===== src/sv/zbr_pkg.sv =====
// ---------------------------------------------------------------------------
// zbr_pkg: shared types and constants
// Screen size, reset values, palette and sequencer link types for the
// z-buffer point rasterizer.
// ---------------------------------------------------------------------------
package zbr_pkg;

  localparam int SCREEN_COLUMNS = 100;
  localparam int SCREEN_ROWS    = 40;
  localparam int CELLS          = SCREEN_COLUMNS * SCREEN_ROWS;
  localparam int ADDR_W         = $clog2(CELLS);

  localparam logic signed [15:0] BACKGROUND_DEPTH = 16'sd12800;
  localparam logic [6:0] EMPTY_CHAR = 7'd32;
  localparam logic [3:0] SHADE_MAX  = 4'd13;

  localparam logic [2:0] REG_CAMERA_X = 3'd0;
  localparam logic [2:0] REG_CAMERA_Y = 3'd1;
  localparam logic [2:0] REG_CAMERA_Z = 3'd2;
  localparam logic [2:0] REG_FOV      = 3'd3;
  localparam logic [2:0] REG_LIGHT_X  = 3'd4;
  localparam logic [2:0] REG_LIGHT_Y  = 3'd5;
  localparam logic [2:0] REG_LIGHT_Z  = 3'd6;

  // Dividend width: |2*vx*fov + 12800*vz| < 2^52; doubled numerator < 2^54.
  localparam int NUM_W = 56;
  localparam int QUO_W = 40;

  // Request to the iterative divider.
  typedef struct packed {
    logic             start;
    logic [NUM_W-1:0] num;  // magnitude, non-negative
    logic [NUM_W-1:0] den;  // positive
  } div_req_t;

  typedef struct packed {
    logic             done;
    logic [QUO_W-1:0] quo;
  } div_rsp_t;

  function automatic logic [6:0] palette_char(input logic [3:0] s);
    logic [6:0] c;
    case (s)
      4'd1:    c = 7'h2E; // .
      4'd2:    c = 7'h2C; // ,
      4'd3:    c = 7'h2D; // -
      4'd4:    c = 7'h7E; // ~
      4'd5:    c = 7'h3A; // :
      4'd6:    c = 7'h3B; // ;
      4'd7:    c = 7'h3D; // =
      4'd8:    c = 7'h21; // !
      4'd9:    c = 7'h3F; // ?
      4'd10:   c = 7'h23; // #
      4'd11:   c = 7'h24; // $
      4'd12:   c = 7'h26; // &
      4'd13:   c = 7'h40; // @
      4'd14:   c = 7'h4D; // M
      default: c = EMPTY_CHAR;
    endcase
    return c;
  endfunction

endpackage


===== src/sv/zbr_divider.sv =====
// ---------------------------------------------------------------------------
// zbr_divider: restoring divider
// Unsigned long division, one quotient bit per cycle.
// Quotient must fit in QUO_W bits; callers drop results that are out of range.
// ---------------------------------------------------------------------------
module zbr_divider
  import zbr_pkg::*;
(
  input  logic     clk,
  input  logic     rst,
  input  div_req_t req,
  output div_rsp_t rsp
);

  localparam int CNT_W = $clog2(QUO_W + 1);

  logic [NUM_W-1:0] rem;
  logic [NUM_W-1:0] den;
  logic [NUM_W-1:0] num;
  logic [QUO_W-1:0] quo;
  logic [CNT_W-1:0] cnt;
  logic             busy;
  logic             done;

  logic [NUM_W:0]   trial;
  logic [NUM_W:0]   shifted;

  always_comb begin
    shifted = {rem, num[NUM_W-1]};
    trial   = shifted - {1'b0, den};
  end

  always_ff @(posedge clk) begin
    if (rst) begin
      busy <= 1'b0;
      cnt  <= '0;
      done <= 1'b0;
    end else begin
      done <= 1'b0;
      if (req.start) begin
        busy <= 1'b1;
        cnt  <= CNT_W'(QUO_W);
        // pre-align so QUO_W steps consume the low dividend bits
        rem  <= req.num >> QUO_W;
        num  <= req.num << (NUM_W - QUO_W);
        den  <= req.den;
        quo  <= '0;
      end else if (busy) begin
        num <= num << 1;
        if (!trial[NUM_W]) begin
          rem <= trial[NUM_W-1:0];
          quo <= {quo[QUO_W-2:0], 1'b1};
        end else begin
          rem <= shifted[NUM_W-1:0];
          quo <= {quo[QUO_W-2:0], 1'b0};
        end
        cnt <= cnt - 1'b1;
        if (cnt == CNT_W'(1)) begin
          busy <= 1'b0;
          done <= 1'b1;
        end
      end
    end
  end

  assign rsp = {done, quo};

endmodule


===== config.mk =====
export PLATFORM = sky130hd
export DESIGN_NAME = zbr_divider
export DESIGN_NICKNAME = d
export VERILOG_FILES = /design/src/sv/zbr_pkg.sv /design/src/sv/zbr_divider.sv
export SDC_FILE = /design/constraint.sdc
export NUM_CORES = 1
export LEC_CHECK = 0
export ABC_AREA = 1
export CAP_MARGIN = 30
export CORE_MARGIN = 10
export CORE_UTILIZATION = 45
export CTS_CLUSTER_SIZE = 16
export DETAILED_ROUTE_END_ITERATION = 6
export DONT_BUFFER_PORTS = 1
export GPL_ROUTABILITY_DRIVEN = 0
export PLACE_DENSITY_LB_ADDON = 0.2
export SKIP_LAST_GASP = 1
export SYNTH_ARGS = -nofsm -noshare
export SYNTH_HDL_FRONTEND = slang
export SYNTH_SLANG_ARGS = --single-unit

===== constraint.sdc =====
create_clock -name clk -period 17.2 [get_ports clk]
set_clock_uncertainty 0.05 [all_clocks]
set_input_delay 3.44 -clock clk [delete_from_list [all_inputs] [get_ports clk]]
set_output_delay 3.44 -clock clk [all_outputs]
set_load 0.02 [all_outputs]

Word level (Yosys, flattened, before mapping) --
Cells that the tools add are included.
Word-level totals: register bits 215, input port bits 115, logic and storage cells 33
Cells by class: add/subtract/negate cells 2, equality and inequality tests 1, mux-type cells 13, bitwise operators 2, reductions and logical operators 5
Operators with widths (count):
- 56-bit two-way mux | 4
- 57-bit by 56-bit subtractor with 57-bit output | 1
- 40-bit two-way mux | 1
- 16-bit two-way mux | 1
- 6-bit two-way mux | 2
- 6-bit by 1-bit equality test with 1-bit output (second input constant) | 1
- 6-bit by 1-bit subtractor with 6-bit output (second input constant) | 1
- 1-bit two-way mux | 5
- 2-bit AND reduction | 2
- 3-bit OR reduction | 1
- 1-bit NOT | 2
- 2-bit nonzero test | 1
- 2-bit OR reduction | 1

Logic depth before layout (Yosys ltp) --
depth after elaboration 4, mapped depth 18, mapped depth without buffers 17

Worst setup path before layout --
Ideal clock, no wire load.
path type in2reg, from input port req[112] in the netlist's numbering, to register num[16], enable pin, setup time 0.822 ns, arrival time 13.354 ns, setup slack 2.975 ns, stages 3, path buffers 1, cell sequence clkbuf_1 inv_2 o21ai_0
Between the ends: word-level cells in the longest chain between the ends 2
Ends and longest elaborated chain:
- start, declared | line zbr_divider.sv:11 | input div_req_t req,
- 2-bit nonzero test (no line)
- 2-bit AND reduction (no line)
- end signal, assigned | line zbr_divider.sv:45 | num <= req.num << (NUM_W - QUO_W);
- end signal, assigned | line zbr_divider.sv:49 | num <= num << 1;
- end, declared | line zbr_divider.sv:19 | logic [NUM_W-1:0] num;
No other way between the ends. A chain may end at the register's enable or synchronous reset.

Worst setup path after layout --
from input port req[112] in the netlist's numbering, to register num[44], enable pin
The elaborated chain is that of the path after synthesis.

==> flow_metrics.tcl <==
set metrics [dict create \
    fillers 2932 \
    clockBufferDepth 2 \
    powerDensity_nw_per_um2 109 \
    setup_viol 0 \
    die_h_um 190 \
    post_cts_resized 0 \
    vias 10751 \
    post-route-period-util 0.284 \
    rr_endpoint "rem[34]$_SDFFCE_PP0P_" \
    portBuffers 0 \
    clock.fmax_ghz 0.205 \
    critPathCaptureType "flop" \
    drive_above_1_share 0.0321 \
    wire_per_inst_um 15.8 \
    ios 156 \
    path_class "input port to flop" \
    cts_setup_buffers 0 \
    syn_area_per_cell_um2 7.36 \
    cts_root_buffer "clkbuf_16" \
    power_mw 1.53 \
    arrival_ns 4.92 \
    synth_nets 1948 \
    drc 0 \
    yosysUniqueCellTypes 37 \
    drt-total-wl_mm 34.1 \
    grt_max_degree 100 \
    dpl.hpwl_mm 26.4 \
    synth-seq-cells 200 \
    synthAdderAreaFrac 0.0571 \
    worstMarginPinSlew_ns 0.812 \
    ys_seq_area_frac 0.454 \
    cts_tree "done" \
    finalSetupTns_ns 0 \
    r2r_slack_ns 13.48 \
    dr.first_iter.drc_count 667 \
    synth_area_leaders "edfxtp_1 44%, nand2_1 18%, inv_1 9.6%, nor2_1 6.1%, ha_1 5.6%" \
    clk_latency_ns 0.46 \
    fin_nets 1937 \
    min_from "cnt[5]$_SDFFE_PP0N_" \
    grt-ovfl-total 0 \
    maxSlewHeadroom 0.458 \
    cp-start-kind "input port" \
    min_to "cnt[5]$_SDFFE_PP0N_" \
    htreeDepth 4 \
    gr-usage-all-layers 0.192 \
    final_hold_viol_count 0 \
    vias_per_cell 4.97 \
    drt-pass1-iter-count 5 \
    synthFlopType "edfxtp_1" \
    syn_to_final_growth_pct 7.36 \
    synth_common_cells "632 x nand2_1, 334 x inv_1, 213 x nor2_1, 192 x edfxtp_1, 82 x nand3_1" \
    worstRegToRegCells 16 \
    clk_pin_slew_worst_paths_ns 0.08 \
    grt_pass1_vias 10733 \
    status "finished, final reports clean" \
    required_ns 17.23 \
    cts_buffers 17 \
    ant_nets 0 \
    synth_xor_area_frac 0.0188 \
    slowest_stage "buf_4" \
    fin_crit_ns 4.89 \
    synth_top_area_frac 0.442 \
    num_rows 62 \
    synth_top_family_by_area "simple AND/OR/NAND/NOR gates" \
    reg2reg_from "num[55]$_DFFE_PP_" \
    yosysTopAreaCell "edfxtp_1" \
    synthMostInstantiatedCell "nand2_1" \
    synth_compound_area_frac 0.0512 \
    start_util 0.455 \
    antenna_found_initial 12 \
    synth_cells 1774 \
    whs_path_depth 2 \
    synth-async-reset-ratio 0 \
    fp.dieW_um 190 \
    min_path_type "flop to flop" \
    dieArea_um2 36200 \
    core_area_um2 28700 \
    synth-edff-count 192 \
    cts-hold-fix-buffers 0 \
    p_leak_nw 6.99 \
    grt_pass1_wl_mm 55.1 \
    max-vdd-ir-drop_v 0.0000789 \
    path_cells "inv_2, o21ai_4, buf_4" \
    drv_slew 0 \
    synthSimpleGateAreaFrac 0.310 \
    slowest_delay_ns 0.73 \
    synth_area_um2 13100 \
    muxShareOfSynthArea 0 \
    yosys_warnings 0 \
    numClockSinks 200 \
    path_max_fanout 99 \
    rsz0062_at_grt "false" \
    maxCapViolCount 0 \
]
kinds of logic (layout without fill, tap and decap cells):
group           count (synthesis)  after routing
flops                         200            200
fa+ha+maj                      59             59
buf+inv                       371            373
other cells                     0              3
compound gates                124            124
simple gates                  992            992
xor+xnor                       28             28
cells in the final DEF, fill, tap and decap left out, types with 3 or more instances in the layout:
| master | Yosys | final |
|---|---|---|
| nand2_2 | 4 | 4 |
| inv_6 | 0 | 5 |
| nor3_1 | 8 | 8 |
| nor4_1 | 6 | 6 |
| o21ai_0 | 26 | 25 |
| nand3_2 | 4 | 4 |
| ha_1 | 58 | 58 |
| dfxtp_1 | 8 | 8 |
| inv_2 | 3 | 3 |
| edfxtp_1 | 192 | 192 |
| buf_4 | 3 | 4 |
| diode_2 | 0 | 3 |
| nand3_1 | 82 | 82 |
| nand3b_1 | 25 | 25 |
| clkbuf_16 | 0 | 17 |
| inv_1 | 334 | 334 |
| nand2_1 | 632 | 632 |
| xor2_1 | 11 | 11 |
| nor2_2 | 3 | 3 |
| nor2_1 | 213 | 212 |
| inv_8 | 0 | 3 |
| o21bai_1 | 10 | 10 |
| a21oi_1 | 79 | 79 |
| xnor2_1 | 17 | 17 |
| nand4_1 | 8 | 8 |
registers in the layout (all words and copies together), names as in the netlist:
signal,flops
quo,40
num,40
rem,56
done,1
busy,1
den,56
cnt,6
critical path, delay by kind of cell:
kind / cells / cell delay [ns]
AOI/OAI and AO/OA: 1 / 0.52
buffers and inverters: 2 / 0.90
power by group:
part           switching [mW]  internal, mW
sequential             0.0351         0.600
combinational           0.327         0.154
clock                   0.203         0.207
metrics by stage:
stage	area, um^2	utilization	hold slack (ns)	worst slack (ns)	cells
2_1_floorplan	13100	-	0.398	2.97	1774
3_3_place_gp	13400	0.468	0.412	11.82	2128
3_5_place_dp	13400	0.468	0.413	11.78	2128
4_1_cts	14000	0.488	0.444	12.28	2160
5_1_grt	14000	0.488	0.472	12.16	2162
6_report	14000	0.488	0.435	12.31	2163
worst max path at each step:
stage,from,end,slack [ns],cells past startpoint
2_1_floorplan,req[112],num[16]$_SDFFCE_PN0P_,2.97,3
3_3_place_gp,req[112],num[52]$_DFFE_PP_,11.82,3
3_5_place_dp,req[112],rem[12]$_DFFE_PP_,11.78,3
4_1_cts,req[112],rem[11]$_DFFE_PP_,12.28,3
5_1_grt,req[112],num[47]$_DFFE_PP_,12.16,3
6_report,req[112],num[44]$_DFFE_PP_,12.31,3
cell type report:
type | count | area, um^2 | share of cell area
flip-flops and latches | 200 | 5930 | 0.423
clock buffers | 18 | 429 | 0.0306
multi-input cells | 1203 | 5720 | 0.408
inverters | 337 | 1260 | 0.0902
well taps | 384 | 480 | 0.0343
clock inverters | 14 | 159 | 0.0113
diodes | 3 | 7.51 | 0.000535
repair buffers | 4 | 30.0 | 0.00214
per-layer routing:
metal | GRT usage | share of wire | vias up
met5 | 0 | 0.0023 | -
met4 | 0.0709 | 0.030 | 12
met3 | 0.0636 | 0.082 | 69
met2 | 0.296 | 0.43 | 332
met1 | 0.245 | 0.45 | 4840
li1 | - | - | 5498
Note: power is estimated with default switching activity, not from simulation.
